===== src/hdl/bll_pkg.sv =====
// Package for the Bresenham line pixel generator.
// Holds the shared constants, the command and register codes and the color helpers.
// No dependencies.
package bll_pkg;

  localparam int COORD_BITS_DEF = 11;
  localparam int SCREEN_BITS    = 11;
  localparam int COLOR_BITS     = 16;
  localparam int CHAN_BITS      = 8;
  localparam int CFG_IDX_BITS   = 1;

  localparam logic [SCREEN_BITS-1:0] SCREEN_W_RST = 11'd480;
  localparam logic [SCREEN_BITS-1:0] SCREEN_H_RST = 11'd320;

  localparam logic [COLOR_BITS-1:0] RED_MASK   = 16'hF800;
  localparam logic [COLOR_BITS-1:0] GREEN_MASK = 16'h07E0;
  localparam logic [COLOR_BITS-1:0] BLUE_MASK  = 16'h001F;

  typedef enum logic {
    CMD_START = 1'b0,
    CMD_STEP  = 1'b1
  } cmd_t;

  typedef enum logic [CFG_IDX_BITS-1:0] {
    CFG_SCREEN_WIDTH  = 1'b0,
    CFG_SCREEN_HEIGHT = 1'b1
  } cfg_idx_t;

  // RGB565 to RGB888, low bits zero
  function automatic logic [CHAN_BITS-1:0] red_888(input logic [COLOR_BITS-1:0] c);
    logic [COLOR_BITS-1:0] m;
    m = (c & RED_MASK) >> 8;
    return m[CHAN_BITS-1:0];
  endfunction

  function automatic logic [CHAN_BITS-1:0] green_888(input logic [COLOR_BITS-1:0] c);
    logic [COLOR_BITS-1:0] m;
    m = (c & GREEN_MASK) >> 3;
    return m[CHAN_BITS-1:0];
  endfunction

  function automatic logic [CHAN_BITS-1:0] blue_888(input logic [COLOR_BITS-1:0] c);
    logic [COLOR_BITS-1:0] m;
    m = (c & BLUE_MASK) << 3;
    return m[CHAN_BITS-1:0];
  endfunction

endpackage


===== src/hdl/bll_in_if.sv =====
// Input channel of the line generator: valid/ready plus the command item.
// Depends on bll_pkg.
interface bll_in_if import bll_pkg::*; #(
  parameter int COORD_BITS = COORD_BITS_DEF
);
  logic                  valid;
  logic                  ready;
  logic                  cmd;
  logic [COORD_BITS-1:0] x_start;
  logic [COORD_BITS-1:0] y_start;
  logic [COORD_BITS-1:0] x_end;
  logic [COORD_BITS-1:0] y_end;
  logic [COLOR_BITS-1:0] color_565;

  modport source (output valid, cmd, x_start, y_start, x_end, y_end, color_565,
                  input ready);
  modport sink (input valid, cmd, x_start, y_start, x_end, y_end, color_565,
                output ready);
endinterface


===== src/hdl/bll_out_if.sv =====
// Result channel of the line generator: valid/ready plus the pixel item.
// Depends on bll_pkg.
interface bll_out_if import bll_pkg::*; #(
  parameter int COORD_BITS = COORD_BITS_DEF
);
  logic                  valid;
  logic                  ready;
  logic                  valid_res;
  logic [COORD_BITS-1:0] pixel_x;
  logic [COORD_BITS-1:0] pixel_y;
  logic [CHAN_BITS-1:0]  red;
  logic [CHAN_BITS-1:0]  green;
  logic [CHAN_BITS-1:0]  blue;
  logic                  visible;
  logic                  last;

  modport source (output valid, valid_res, pixel_x, pixel_y, red, green, blue, visible, last,
                  input ready);
  modport sink (input valid, valid_res, pixel_x, pixel_y, red, green, blue, visible, last,
                output ready);
endinterface


===== src/hdl/bresenham_line_pixel_generator.sv =====
// One item per cycle while the skid entry is empty; the Bresenham update and pixel checks are one register stage.
// A two-entry output buffer (result register plus skid) keeps input accepted while a result waits.
// Reset (rst_n low, synchronous): no line active, line state cleared, buffer empty,
// screen 480 x 320.
// Depends on bll_pkg, bll_in_if, bll_out_if.
module bresenham_line_pixel_generator import bll_pkg::*; #(
  parameter int COORD_BITS = COORD_BITS_DEF
) (
  input  logic                    clk,
  input  logic                    rst_n,
  bll_in_if.sink                  in_ch,
  bll_out_if.source               out_ch,
  input  logic                    cfg_we,
  input  logic [CFG_IDX_BITS-1:0] cfg_index,
  input  logic [SCREEN_BITS-1:0]  cfg_data
);

  localparam int EW   = COORD_BITS + 2;
  localparam int E2W  = COORD_BITS + 3;
  localparam int CMPW = (COORD_BITS > SCREEN_BITS) ? COORD_BITS : SCREEN_BITS;

  typedef struct packed {
    logic                  valid_res;
    logic [COORD_BITS-1:0] pixel_x;
    logic [COORD_BITS-1:0] pixel_y;
    logic [CHAN_BITS-1:0]  red;
    logic [CHAN_BITS-1:0]  green;
    logic [CHAN_BITS-1:0]  blue;
    logic                  visible;
    logic                  last;
  } res_t;

  // screen size
  logic [SCREEN_BITS-1:0] scr_w_r, scr_h_r;

  // line state
  logic [COORD_BITS-1:0] cur_x_r, cur_y_r, goal_x_r, goal_y_r, dx_r, dy_r;
  logic [COORD_BITS-1:0] cur_x_nxt, cur_y_nxt, goal_x_nxt, goal_y_nxt, dx_nxt, dy_nxt;
  logic                  sxn_r, syn_r, sxn_nxt, syn_nxt;
  logic signed [EW-1:0]  err_r, err_nxt;
  logic [COLOR_BITS-1:0] color_r, color_nxt;
  logic                  active_r, active_nxt;

  // output buffer
  res_t res_nxt, out_r, skid_r;
  logic out_vld_r, skid_vld_r;

  logic in_acc, out_acc;

  logic signed [E2W-1:0] e2, dx_s, dy_s, err_sub, err_add, err_sum;
  logic                  step_x, step_y, is_last;

  assign in_ch.ready = !skid_vld_r;
  assign in_acc      = in_ch.valid && !skid_vld_r;
  assign out_acc     = out_vld_r && out_ch.ready;

  // configuration
  always_ff @(posedge clk) begin
    if (!rst_n) begin
      scr_w_r <= SCREEN_W_RST;
      scr_h_r <= SCREEN_H_RST;
    end else if (cfg_we) begin
      case (cfg_idx_t'(cfg_index))
        CFG_SCREEN_WIDTH:  scr_w_r <= cfg_data;
        CFG_SCREEN_HEIGHT: scr_h_r <= cfg_data;
        default: ;
      endcase
    end
  end

  // Bresenham update and pixel result
  always_comb begin
    cur_x_nxt  = cur_x_r;
    cur_y_nxt  = cur_y_r;
    goal_x_nxt = goal_x_r;
    goal_y_nxt = goal_y_r;
    dx_nxt     = dx_r;
    dy_nxt     = dy_r;
    sxn_nxt    = sxn_r;
    syn_nxt    = syn_r;
    err_nxt    = err_r;
    color_nxt  = color_r;
    active_nxt = active_r;
    res_nxt    = '0;

    e2      = $signed({err_r, 1'b0});
    dx_s    = $signed(E2W'(dx_r));
    dy_s    = $signed(E2W'(dy_r));
    step_x  = (e2 > -dy_s);
    step_y  = (e2 < dx_s);
    err_sub = step_x ? dy_s : '0;
    err_add = step_y ? dx_s : '0;
    err_sum = $signed({err_r[EW-1], err_r}) - err_sub + err_add;

    if (in_ch.cmd == CMD_START) begin
      cur_x_nxt  = in_ch.x_start;
      cur_y_nxt  = in_ch.y_start;
      goal_x_nxt = in_ch.x_end;
      goal_y_nxt = in_ch.y_end;
      dx_nxt     = (in_ch.x_end >= in_ch.x_start) ? in_ch.x_end - in_ch.x_start
                                                  : in_ch.x_start - in_ch.x_end;
      dy_nxt     = (in_ch.y_end >= in_ch.y_start) ? in_ch.y_end - in_ch.y_start
                                                  : in_ch.y_start - in_ch.y_end;
      sxn_nxt    = !(in_ch.x_start < in_ch.x_end);
      syn_nxt    = !(in_ch.y_start < in_ch.y_end);
      err_sum    = $signed(E2W'(dx_nxt)) - $signed(E2W'(dy_nxt));
      err_nxt    = err_sum[EW-1:0];
      color_nxt  = in_ch.color_565;
    end else if (active_r) begin
      if (step_x) begin
        cur_x_nxt = sxn_r ? cur_x_r - 1'b1 : cur_x_r + 1'b1;
      end
      if (step_y) begin
        cur_y_nxt = syn_r ? cur_y_r - 1'b1 : cur_y_r + 1'b1;
      end
      err_nxt = err_sum[EW-1:0];
    end

    is_last = (cur_x_nxt == goal_x_nxt) && (cur_y_nxt == goal_y_nxt);

    // a step with no line in progress yields an all-zero result
    if (in_ch.cmd == CMD_START || active_r) begin
      active_nxt        = !is_last;
      res_nxt.valid_res = 1'b1;
      res_nxt.pixel_x   = cur_x_nxt;
      res_nxt.pixel_y   = cur_y_nxt;
      res_nxt.red       = red_888(color_nxt);
      res_nxt.green     = green_888(color_nxt);
      res_nxt.blue      = blue_888(color_nxt);
      res_nxt.visible   = (CMPW'(cur_x_nxt) < CMPW'(scr_w_r)) &&
                          (CMPW'(cur_y_nxt) < CMPW'(scr_h_r));
      res_nxt.last      = is_last;
    end
  end

  always_ff @(posedge clk) begin
    if (!rst_n) begin
      active_r <= 1'b0;
    end else if (in_acc) begin
      active_r <= active_nxt;
    end
  end

  always_ff @(posedge clk) begin
    if (!rst_n) begin
      cur_x_r  <= '0;
      cur_y_r  <= '0;
      goal_x_r <= '0;
      goal_y_r <= '0;
      dx_r     <= '0;
      dy_r     <= '0;
      sxn_r    <= 1'b0;
      syn_r    <= 1'b0;
      err_r    <= '0;
      color_r  <= '0;
    end else if (in_acc) begin
      cur_x_r  <= cur_x_nxt;
      cur_y_r  <= cur_y_nxt;
      goal_x_r <= goal_x_nxt;
      goal_y_r <= goal_y_nxt;
      dx_r     <= dx_nxt;
      dy_r     <= dy_nxt;
      sxn_r    <= sxn_nxt;
      syn_r    <= syn_nxt;
      err_r    <= err_nxt;
      color_r  <= color_nxt;
    end
  end

  // result register plus skid entry
  always_ff @(posedge clk) begin
    if (!rst_n) begin
      out_vld_r  <= 1'b0;
      skid_vld_r <= 1'b0;
    end else if (skid_vld_r) begin
      if (out_acc) begin
        skid_vld_r <= 1'b0;
      end
    end else if (in_acc) begin
      if (out_vld_r && !out_ch.ready) begin
        skid_vld_r <= 1'b1;
      end else begin
        out_vld_r <= 1'b1;
      end
    end else if (out_acc) begin
      out_vld_r <= 1'b0;
    end
  end

  always_ff @(posedge clk) begin
    if (skid_vld_r) begin
      if (out_acc) begin
        out_r <= skid_r;
      end
    end else if (in_acc) begin
      if (out_vld_r && !out_ch.ready) begin
        skid_r <= res_nxt;
      end else begin
        out_r <= res_nxt;
      end
    end
  end

  assign out_ch.valid     = out_vld_r;
  assign out_ch.valid_res = out_r.valid_res;
  assign out_ch.pixel_x   = out_r.pixel_x;
  assign out_ch.pixel_y   = out_r.pixel_y;
  assign out_ch.red       = out_r.red;
  assign out_ch.green     = out_r.green;
  assign out_ch.blue      = out_r.blue;
  assign out_ch.visible   = out_r.visible;
  assign out_ch.last      = out_r.last;

endmodule


===== src/flat_wrapper.sv =====
// flat-port wrapper written by rule: the top's interface ports become plain ports
module bresenham_line_pixel_generator_flat import bll_pkg::*;
#(
  parameter int COORD_BITS = COORD_BITS_DEF
)
  (clk, rst_n, cfg_we, cfg_index, cfg_data, in_ch_valid, in_ch_cmd, in_ch_x_start, in_ch_y_start, in_ch_x_end, in_ch_y_end, in_ch_color_565, in_ch_ready, out_ch_valid, out_ch_valid_res, out_ch_pixel_x, out_ch_pixel_y, out_ch_red, out_ch_green, out_ch_blue, out_ch_visible, out_ch_last, out_ch_ready);
  bll_in_if #(.COORD_BITS(COORD_BITS)) in_ch_i ();
  bll_out_if #(.COORD_BITS(COORD_BITS)) out_ch_i ();
  input  logic clk;
  input  logic rst_n;
  input  logic cfg_we;
  input  logic [CFG_IDX_BITS-1:0] cfg_index;
  input  logic [SCREEN_BITS-1:0] cfg_data;
  input wire logic [$bits(in_ch_i.valid)-1:0] in_ch_valid;
  input wire logic [$bits(in_ch_i.cmd)-1:0] in_ch_cmd;
  input wire logic [$bits(in_ch_i.x_start)-1:0] in_ch_x_start;
  input wire logic [$bits(in_ch_i.y_start)-1:0] in_ch_y_start;
  input wire logic [$bits(in_ch_i.x_end)-1:0] in_ch_x_end;
  input wire logic [$bits(in_ch_i.y_end)-1:0] in_ch_y_end;
  input wire logic [$bits(in_ch_i.color_565)-1:0] in_ch_color_565;
  output wire logic [$bits(in_ch_i.ready)-1:0] in_ch_ready;
  output wire logic [$bits(out_ch_i.valid)-1:0] out_ch_valid;
  output wire logic [$bits(out_ch_i.valid_res)-1:0] out_ch_valid_res;
  output wire logic [$bits(out_ch_i.pixel_x)-1:0] out_ch_pixel_x;
  output wire logic [$bits(out_ch_i.pixel_y)-1:0] out_ch_pixel_y;
  output wire logic [$bits(out_ch_i.red)-1:0] out_ch_red;
  output wire logic [$bits(out_ch_i.green)-1:0] out_ch_green;
  output wire logic [$bits(out_ch_i.blue)-1:0] out_ch_blue;
  output wire logic [$bits(out_ch_i.visible)-1:0] out_ch_visible;
  output wire logic [$bits(out_ch_i.last)-1:0] out_ch_last;
  input wire logic [$bits(out_ch_i.ready)-1:0] out_ch_ready;
  assign in_ch_i.valid = in_ch_valid;
  assign in_ch_i.cmd = in_ch_cmd;
  assign in_ch_i.x_start = in_ch_x_start;
  assign in_ch_i.y_start = in_ch_y_start;
  assign in_ch_i.x_end = in_ch_x_end;
  assign in_ch_i.y_end = in_ch_y_end;
  assign in_ch_i.color_565 = in_ch_color_565;
  assign in_ch_ready = in_ch_i.ready;
  assign out_ch_valid = out_ch_i.valid;
  assign out_ch_valid_res = out_ch_i.valid_res;
  assign out_ch_pixel_x = out_ch_i.pixel_x;
  assign out_ch_pixel_y = out_ch_i.pixel_y;
  assign out_ch_red = out_ch_i.red;
  assign out_ch_green = out_ch_i.green;
  assign out_ch_blue = out_ch_i.blue;
  assign out_ch_visible = out_ch_i.visible;
  assign out_ch_last = out_ch_i.last;
  assign out_ch_i.ready = out_ch_ready;
  bresenham_line_pixel_generator #(.COORD_BITS(COORD_BITS)) u_core (.clk(clk), .rst_n(rst_n), .in_ch(in_ch_i), .out_ch(out_ch_i), .cfg_we(cfg_we), .cfg_index(cfg_index), .cfg_data(cfg_data));
endmodule

===== config.mk =====
export PLATFORM = sky130hd
export DESIGN_NAME = bresenham_line_pixel_generator_flat
export DESIGN_NICKNAME = d
export VERILOG_FILES = /design/src/hdl/bll_pkg.sv /design/src/hdl/bll_in_if.sv /design/src/hdl/bll_out_if.sv /design/src/hdl/bresenham_line_pixel_generator.sv /design/src/flat_wrapper.sv
export SDC_FILE = /design/constraint.sdc
export NUM_CORES = 1
export LEC_CHECK = 0
export ABC_AREA = 1
export ABC_CLOCK_PERIOD_IN_PS = 5800
export BUFFER_PORTS_ARGS = -buffer_cell sky130_fd_sc_hd__buf_2
export CAP_MARGIN = 20
export CORE_MARGIN = 2
export CORE_UTILIZATION = 61
export CTS_CLUSTER_DIAMETER = 30
export DETAILED_ROUTE_END_ITERATION = 7
export PLACE_DENSITY = 0.88
export SYNTH_ARGS = -nofsm -noshare
export SYNTH_HDL_FRONTEND = slang
export SYNTH_SLANG_ARGS = --single-unit

===== constraint.sdc =====
create_clock -name clk -period 5.8 [get_ports clk]
set_clock_uncertainty 0.05 [all_clocks]
set_input_delay 0.58 -clock clk [delete_from_list [all_inputs] [get_ports clk]]
set_output_delay 0.58 -clock clk [all_outputs]
set_load 0.02 [all_outputs]

Word level (Yosys, flattened, before mapping):

Cells that the tools add are included.

* register bits: 220
* input port bits: 78
* output and inout bits: 51
* word-level logic and storage cells: 110

* add/sub/neg operators: 12
* $lt $le $gt $ge: 8
* equality and inequality tests: 6
* muxes and demuxes: 29
* bitwise gates (word level): 3
* reduce and logical (&&, ||, !) cells: 21

Operators with widths (count)
* 49-bit 2-to-1 mux: 5
* 11-bit 2-to-1 mux: 14
* 11-bit < comparator: 4
* 11-bit subtractor: 4
* 13-bit 2-to-1 mux: 2
* 11-bit by 1-bit adder with 11-bit output, second input constant: 2
* 11-bit == test: 2
* 11-bit >= comparator: 2
* 11-bit by 1-bit subtractor with 11-bit output, second input constant: 2
* 16-bit 2-to-1 mux: 1
* 14-bit > comparator: 1
* 14-bit by 12-bit < comparator with 1-bit output: 1
* 11-bit negation with 14-bit output: 1
* 13-bit adder: 1
* 13-bit by 12-bit subtractor with 13-bit output: 1
* 11-bit by 11-bit subtractor with 12-bit output: 1
* 2-bit AND reduction: 5
* 3-bit AND reduction: 3
* 1-bit 2-to-1 mux: 7
* 1-bit logical AND: 5
* 1-bit zero test: 5
* 2-bit by 1-bit inequality test with 1-bit output, second input constant: 2
* 2-bit inequality test, second input constant: 2
* 2-bit nonzero test: 2
* other kinds (2): 4

Longest topological paths before layout:

Gate-level depths: netlist (run 1).

* depth after elaboration: 11
* gate-level depth with buffers: 35
* gate-level depth less buffers: 35

Least setup slack after synthesis (run 1):

OpenSTA, ideal clock, no wires.

* path type: register -> register
* from: reg u_core.dy_r[0]
* to: reg u_core.err_r[11]
* setup time: 0.095 ns
* data arrival time: 4.696 ns
* data required time: 5.655 ns
* path slack: 0.959 ns
* cell stages (with the launch flop): 34
* path buffers: 1
* clock period less this slack: 4.841 ns
* path through: dfxtp_1 -> inv_1 -> ha_1 -> nand2_1 -> nor2_1 -> nand4_1 -> nor2_1 -> nand3_1 -> xor2_1 -> ha_1 -> nand2_1 -> nor2_2 -> inv_1 -> nor2_2 -> nand4_1 -> nand3_4 -> buf_1 -> nor2_1 -> fa_1 -> inv_1 -> ha_1 -> nand2_1 -> nand2_1 -> a31oi_1 -> inv_1 -> a21oi_1 -> o21ai_0 -> nand2_1 -> nand2_1 -> nand2_1 -> nand2_1 -> a21oi_1 -> o21ai_0 -> a221oi_1

* word-level cells in the longest chain between the ends: 7

Ends and longest elaborated chain
* start: declaration: RTL line bresenham_line_pixel_generator.sv:37 `logic [COORD_BITS-1:0] cur_x_r, cur_y_r, goal_x_r, goal_y_r, dx_r, dy_r;`
* start signal: assignment: RTL line bresenham_line_pixel_generator.sv:162 `dy_r <= dy_nxt;`
* 11-bit negation with 14-bit output: RTL line bresenham_line_pixel_generator.sv:89 `step_x = (e2 > -dy_s);`
* 14-bit > comparator: RTL line bresenham_line_pixel_generator.sv:89
* 11-bit 2-to-1 mux (*): RTL line bresenham_line_pixel_generator.sv:91 `err_sub = step_x ? dy_s : '0;`
* 13-bit by 12-bit subtractor with 13-bit output (*): RTL line bresenham_line_pixel_generator.sv:93 `err_sum = $signed({err_r[EW-1], err_r}) - err_sub + err_add;`
* 13-bit adder (*): RTL line bresenham_line_pixel_generator.sv:93
* 13-bit 2-to-1 mux (*): RTL line bresenham_line_pixel_generator.sv:109 `end else if (active_r) begin`
* 13-bit 2-to-1 mux (*): RTL line bresenham_line_pixel_generator.sv:95 `if (in_ch.cmd == CMD_START) begin`
* end signal: assignment: RTL line bresenham_line_pixel_generator.sv:165 `err_r <= err_nxt;`
* end: declaration: RTL line bresenham_line_pixel_generator.sv:40 `logic signed [EW-1:0] err_r, err_nxt;`

Mark *: on every way between the ends. The rest lies on a longest branch, timed or not. The select of a mux whose other input is x is not followed.
A chain may end at the register's enable or synchronous reset.

Worst setup path in the final report (run 1):

* from: reg u_core.dy_r[1]
* to: reg u_core.err_r[11]

The elaborated chain is that of the path after synthesis.

==> results.sh, run 1 <==
export IMPL_cellLeakagePower_nw=8.41
export IMPL_synth_edf_count=82
export IMPL_cap_violations=0
export IMPL_hold_end="u_core.scr_h_r[6]"
export IMPL_via_per_inst=5.76
export IMPL_rr_endpoint="u_core.err_r[11]"
export IMPL_layout_nets=2361
export IMPL_ys_seq_elements=204
export IMPL_dieHeight_um=159
export IMPL_place_inst=2407
export IMPL_post_route_min_period_ps=5220
export IMPL_postLayoutCoreUtil=0.724
export IMPL_clock_sinks=204
export IMPL_grt_pass1_vias=13802
export IMPL_crit_path_start_kind="flop"
export IMPL_area_growth_pct=16.0
export IMPL_place_congestion=0.977
export IMPL_synth_area_per_cell_sq_um=7.24
export IMPL_dr_first_iter_drc_count=1602
export IMPL_reg2regPathDepth=31
export IMPL_clk_pin_slew_ps=50
export IMPL_synth_warnings=0
export IMPL_final_hold_viol_count=0
export IMPL_critical_path_class="flop to flop"
export IMPL_cts_tree="yes"
export IMPL_cts_hold_buf=0
export IMPL_netlist_area_sq_um=14700
export IMPL_status="complete, no violations"
export IMPL_clk_latency_ps=550
export IMPL_drtPass1Iterations=6
export IMPL_min_path_cells=3
export IMPL_worstMarginPinSlew_ps=792
export IMPL_r2r_start="u_core.dy_r[1]"
export IMPL_grt_overflow_total=0
export IMPL_worst_hold_path_type="input port to flop"
export IMPL_cts_setup_buffers=0
export IMPL_syn_inst=2030
export IMPL_fin_cells=2495
export IMPL_cts_buffers=44
export IMPL_slew_headroom=0.469
export IMPL_wl_per_cell_um=17.1
export IMPL_grt_pass1_wl_mm=68.8
export IMPL_layout_drive_gt1_share=0.121
export IMPL_worstPathRequired_ps=6180
export IMPL_fin_crit_sh=0.900
export IMPL_ant_nets=0
export IMPL_routed_wl_mm=42.7
export IMPL_coreArea_sq_um=23500
export IMPL_holdCritStartpoint="cfg_data[6]"
export IMPL_synth_distinct_cells=49
export IMPL_yosys_top_cells_count="nand2_1 (477), inv_1 (311), a21oi_1 (178), o21ai_0 (178), nor2_1 (135)"
export IMPL_synth_ff_type="dfxtp_1"
export IMPL_cts_root_to_sink_buffers=3
export IMPL_vias=14376
export IMPL_dp_hpwl_mm=30.8
export IMPL_synth_most_common_cell="nand2_1"
export IMPL_die_area_sq_um=25400
export IMPL_die_w_um=159
export IMPL_synth_seq_area_share=0.334
export IMPL_r2r_slack_ps=580
export IMPL_drc_errors=0
export IMPL_clockRootBuffer="clkbuf_16"
export IMPL_cts_resized_gates=0
export IMPL_peakVddDrop_uv=219
export IMPL_rsz0062_at_grt="false"
export IMPL_num_rows=56
export IMPL_cp_arrival_ps=5600
export IMPL_grt_start_max_net_pins=79
export IMPL_worst_path_most_repeated_cell="nand2_1"
export IMPL_antenna_found_initial=6
export IMPL_worst_slack_ps=582
export IMPL_synth_top_cell_area_share=0.168
export IMPL_p_per_area_nw_per_um2=353
export IMPL_grt_total_usage=0.332
export IMPL_preCtsSetupSlack_ps=619
export IMPL_io_pins=129
export IMPL_crit_fanout=12
export IMPL_yosys_area_top_type="edfxtp_1"
export IMPL_synth_async_reset_ratio=0
export IMPL_start_util=0.624
export IMPL_maxSlewViolCount=0
export IMPL_timing_fmax_mhz=192
export IMPL_h_tree_depth=2
export IMPL_critPathCaptureType="flop"
export IMPL_worst_path_max_delay_cell="fa_1"
export IMPL_portBuffers=120
export IMPL_setup_tns_ps=0
export IMPL_final_setup_viol_count=0
export IMPL_slowest_delay_ps=430
export IMPL_synth_area_leaders="edfxtp_1 (17%), dfxtp_1 (17%), nand2_1 (12%)"
-- where the power goes --
group | switching (W) | internal (W)
registers | 0.0000734 | 0.00162
clock network | 0.000854 | 0.00172
logic | 0.00116 | 0.000589
-- worst max path at each step --
stage                        start                to  slack (ps)  cells after the start
CTS                 u_core.dy_r[0]  u_core.err_r[11]         630                     31
detailed placement  u_core.dy_r[0]  u_core.err_r[11]         620                     31
global placement    u_core.dy_r[0]  u_core.err_r[11]         850                     30
finish              u_core.dy_r[1]  u_core.err_r[11]         580                     31
global route        u_core.dy_r[0]  u_core.err_r[11]          50                     31
floorplan           u_core.dy_r[0]  u_core.err_r[11]         960                     33
-- routing by layer --
| layer | GRT usage | part of all wire | up-vias |
|---|---|---|---|
| met3 | 0.0800 | 0.11 | 132 |
| met1 | 0.420 | 0.40 | 6571 |
| met5 | 0 | 0.00037 | - |
| li1 | - | - | 6879 |
| met2 | 0.542 | 0.45 | 792 |
| met4 | 0.143 | 0.039 | 2 |
-- state kept, by name (all words and copies together), names as in the netlist, 5 cells and up --
name	count
u_core.dy_r	11
u_core.color_r	16
u_core.goal_x_r	11
u_core.out_ch.pixel_y	11
u_core.skid_r	41
u_core.out_ch.green	6
u_core.cur_y_r	11
u_core.goal_y_r	11
u_core.err_r	13
u_core.scr_h_r	11
u_core.out_ch.pixel_x	11
u_core.out_ch.red	5
u_core.out_ch.blue	5
u_core.scr_w_r	11
u_core.cur_x_r	11
u_core.dx_r	11
-- placed cells by master, fill, tap and decap left out, types with 18 or more instances in the layout --
cell type and count:
dfxtp_1 122, nand3_1 99, o21ai_0 178, fa_1 18, inv_1 311, a21oi_1 178
nand2_1 477, xor2_1 45, buf_2 120, nor2_1 132, ha_1 130, clkbuf_16 45
edfxtp_1 82, a211oi_1 33
-- critical path, delay by kind of cell (launching register included) --
| family | cells | cell delay, ps |
|---|---|---|
| and+or+nand+nor | 18 | 2330 |
| AOI/OAI and AO/OA | 7 | 1240 |
| adders and majority gates | 3 | 1020 |
| DFF | 1 | 330 |
| buffers and inverters | 3 | 180 |
-- cell families after synthesis --
logic type               after synthesis  synth area share
other                                  1          0.000255
AND/OR/NAND/NOR                      786             0.227
flip-flops                           204             0.334
XOR/XNOR                              54            0.0322
adder cells (fa/ha/maj)              148             0.135
AO/OA/AOI/OAI                        439             0.164
buffers and inverters                398             0.108
-- metrics by stage --
step	hold WS, ps	area, sq um	power, W
6_report	221	17000	0.00601
5_1_grt	254	17000	0.00632
4_1_cts	224	17000	0.00597
3_5_place_dp	401	15500	0.00339
3_3_place_gp	390	15400	0.00333
2_1_floorplan	379	14700	0.00294
-- cell type report --
cell class	count	area [sq um]
Clock buffer	50	1160
Timing Repair Buffer	134	738
Multi-Input combinational cell	1435	8250
Antenna cell	5	12.5
Sequential cell	204	4900
Clock inverter	32	389
Tap cell	319	399
Fill cell	1772	6500
Inverter	316	1190
Power figures use the tool's default switching activity.
==> run 2: changes to the inputs <==
--- a/config.mk
+++ b/config.mk
@@ -6,14 +6,16 @@
 export NUM_CORES = 1
 export LEC_CHECK = 0
 export ABC_AREA = 1
-export ABC_CLOCK_PERIOD_IN_PS = 5800
+export ABC_CLOCK_PERIOD_IN_PS = 4380
 export BUFFER_PORTS_ARGS = -buffer_cell sky130_fd_sc_hd__buf_2
 export CAP_MARGIN = 20
+export CELL_PAD_IN_SITES_DETAIL_PLACEMENT = 1
+export CELL_PAD_IN_SITES_GLOBAL_PLACEMENT = 2
 export CORE_MARGIN = 2
-export CORE_UTILIZATION = 61
+export CORE_UTILIZATION = 32
 export CTS_CLUSTER_DIAMETER = 30
 export DETAILED_ROUTE_END_ITERATION = 7
-export PLACE_DENSITY = 0.88
+export PLACE_DENSITY = 0.85
 export SYNTH_ARGS = -nofsm -noshare
 export SYNTH_HDL_FRONTEND = slang
 export SYNTH_SLANG_ARGS = --single-unit
==> constraint.sdc (replaced) <==
create_clock -name clk -period 4.38 [get_ports clk]
set_clock_uncertainty 0.05 [all_clocks]
set_input_delay 0.438 -clock clk [delete_from_list [all_inputs] [get_ports clk]]
set_output_delay 0.438 -clock clk [all_outputs]
set_load 0.02 [all_outputs]
==> results.sh, run 2 (synthesis results as in run 1) <==
export IMPL_die_area_sq_um=47700
export IMPL_post_route_min_period_ps=4700
export IMPL_cp_arrival_ps=5130
export IMPL_place_congestion=0.929
export IMPL_grt_overflow_total=0
export IMPL_p_comb_frac=0.353
export IMPL_antennaDiodeCount=0
export IMPL_violations="setup timing"
export IMPL_timing_fmax_mhz=213
export IMPL_start_util=0.324
export IMPL_p_sw_frac=0.344
export IMPL_dp_hpwl_mm=41.7
export IMPL_dr_first_iter_drc_count=686
export IMPL_crit_path_start_kind="flop"
export IMPL_final_common_cell="nand2_1"
export IMPL_die_w_um=218
export IMPL_worst_hold_path_type="input port to flop"
export IMPL_largest_reg_flops=41
export IMPL_rr_endpoint="u_core.err_r[11]"
export IMPL_wl_per_cell_um=18.5
export IMPL_crit_path_end="u_core.err_r[11]"
export IMPL_rsz0062_at_grt="true"
export IMPL_p_seq_frac=0.233
export IMPL_portBuffers=120
export IMPL_vias=14925
export IMPL_power_frac_clock=0.414
export IMPL_p_per_area_nw_per_um2=486
export IMPL_coreArea_sq_um=45400
export IMPL_worstMarginPinSlew_ps=1010
export IMPL_final_hold_viol_count=0
export IMPL_intPower_w=0.00633
export IMPL_cts_hold_buf=0
export IMPL_r2r_start="u_core.dy_r[0]"
export IMPL_cap_violations=0
export IMPL_drtPass1Iterations=5
export IMPL_grt_pass1_wl_mm=84.8
export IMPL_peakVddDrop_uv=263
export IMPL_antenna_found_initial=0
export IMPL_fin_hold_ws_ps=53.5
export IMPL_clock_sinks=204
export IMPL_cellLeakagePower_nw=9.66
export IMPL_critPathCaptureType="flop"
export IMPL_worst_slack_ps=-315
export IMPL_critical_path_class="flop to flop"
export IMPL_switchingPower_w=0.00332
export IMPL_ant_nets=0
export IMPL_clockRootBuffer="clkbuf_16"
export IMPL_regMostFlops="u_core.skid_r"
export IMPL_layout_drive_gt1_share=0.244
export IMPL_worstPathRequired_ps=4820
export IMPL_routed_wl_mm=55.3
export IMPL_worst_path_max_delay_cell="fa_1"
export IMPL_h_tree_depth=2
export IMPL_dieHeight_um=218
export IMPL_crit_fanout=7
export IMPL_cts_root_to_sink_buffers=3
export IMPL_grt_pass1_vias=15388
export IMPL_via_per_inst=4.99
export IMPL_reg2regPathDepth=32
export IMPL_r2r_slack_ps=-320
export IMPL_mostFrequentLayoutCells="nand2_1 (451), inv_1 (298), buf_4 (203)"
export IMPL_total_power_w=0.00965
export IMPL_largestRegisters="u_core.skid_r x41, u_core.color_r x16, u_core.err_r x13"
export IMPL_final_setup_viol_count=12
export IMPL_clk_latency_ps=590
export IMPL_clk_pin_slew_ps=40
export IMPL_fin_crit_sh=1.07
export IMPL_cts_tree="yes"
export IMPL_num_rows=78
export IMPL_maxSlewViolCount=0
export IMPL_grt_total_usage=0.228
export IMPL_placed_area_sq_um=17200
export IMPL_slowest_delay_ps=500
export IMPL_layout_nets=2573
export IMPL_area_growth_pct=35.2
export IMPL_grt_start_max_net_pins=94
export IMPL_drc_errors=0
export IMPL_io_pins=129
export IMPL_cts_buffers=51
export IMPL_status="complete, but fails checks"
export IMPL_final_area_sq_um=19900
export IMPL_slew_headroom=0.324
export IMPL_cp_startpoint="u_core.dy_r[0]"
-- run 2: changes by cell type in the layout (fill, tap and decap cells not counted), sizes merged --
cell,delta
buf,+205
bufinv,+3
clkbuf,+12
clkinv,+2
clkinvlp,-3
diode,-5
inv,-1
-- run 2: routing by layer --
metal,GRT usage,vias to the layer above,share of wire
met1,0.303,7221,0.46
met4,0.0703,0,0.030
met2,0.375,340,0.46
met5,0,-,0
li1,-,7281,-
met3,0.0408,83,0.050
-- run 2: what timing repair did --
item	CTS	global route
buffers inserted	16	18
resized for setup	70	82
setup endpoints to repair	11	16
pin swaps	39	61
-- run 2: stage by stage --
stage	cells	TNS (ps)	utilization	setup WS, ps
floorplan	2037	-98.3	-	-98.3
global placement	2864	-1460	0.379	-239
detailed placement	2864	-3090	0.379	-411
CTS	2972	-788	0.427	-153
global route	2989	-5610	0.438	-588
finish	2989	-2150	0.438	-315
-- run 2: area by class of cell --
| cell class | instances | area (sq um) |
|---|---|---|
| Clock buffer | 62 | 1370 |
| Tap cell | 600 | 751 |
| Fill cell | 5622 | 25500 |
| Multi-Input combinational cell | 1435 | 8830 |
| Inverter | 316 | 1200 |
| Timing Repair Buffer | 339 | 2350 |
| Sequential cell | 204 | 4910 |
| Clock inverter | 33 | 455 |
-- run 2: power by group through the flow --
stage / Sequential [W] / Combinational [W] / Clock [W]
final: 0.00225 / 0.00341 / 0.00399
after global routing: 0.00226 / 0.00375 / 0.00414
after CTS: 0.00225 / 0.00306 / 0.00405
after detailed placement: 0.00228 / 0.00282 / 0
after global placement: 0.00227 / 0.00273 / 0
after floorplan: 0.00229 / 0.00164 / 0
-- run 2: worst min path at each step --
| stage | startpoint | to | slack (ps) | depth (start not counted) |
|---|---|---|---|---|
| after floorplan | u_core.goal_y_r[7] | u_core.goal_y_r[7] | 380 | 2 |
| after global placement | u_core.goal_y_r[7] | u_core.goal_y_r[7] | 390 | 2 |
| after detailed placement | u_core.goal_y_r[7] | u_core.goal_y_r[7] | 400 | 2 |
| after CTS | cfg_data[8] | u_core.scr_w_r[8] | 30 | 3 |
| after global routing | cfg_data[8] | u_core.scr_w_r[8] | 40 | 3 |
| final | cfg_data[8] | u_core.scr_w_r[8] | 50 | 3 |
-- run 2: critical path: cells and delay by family (launching register included) --
kind            cells  cell delay, ps
flops               1             360
simple gates       19            2000
buf+inv             4             300
fa+ha+maj           4            1210
xor+xnor            1             160
compound gates      4             560
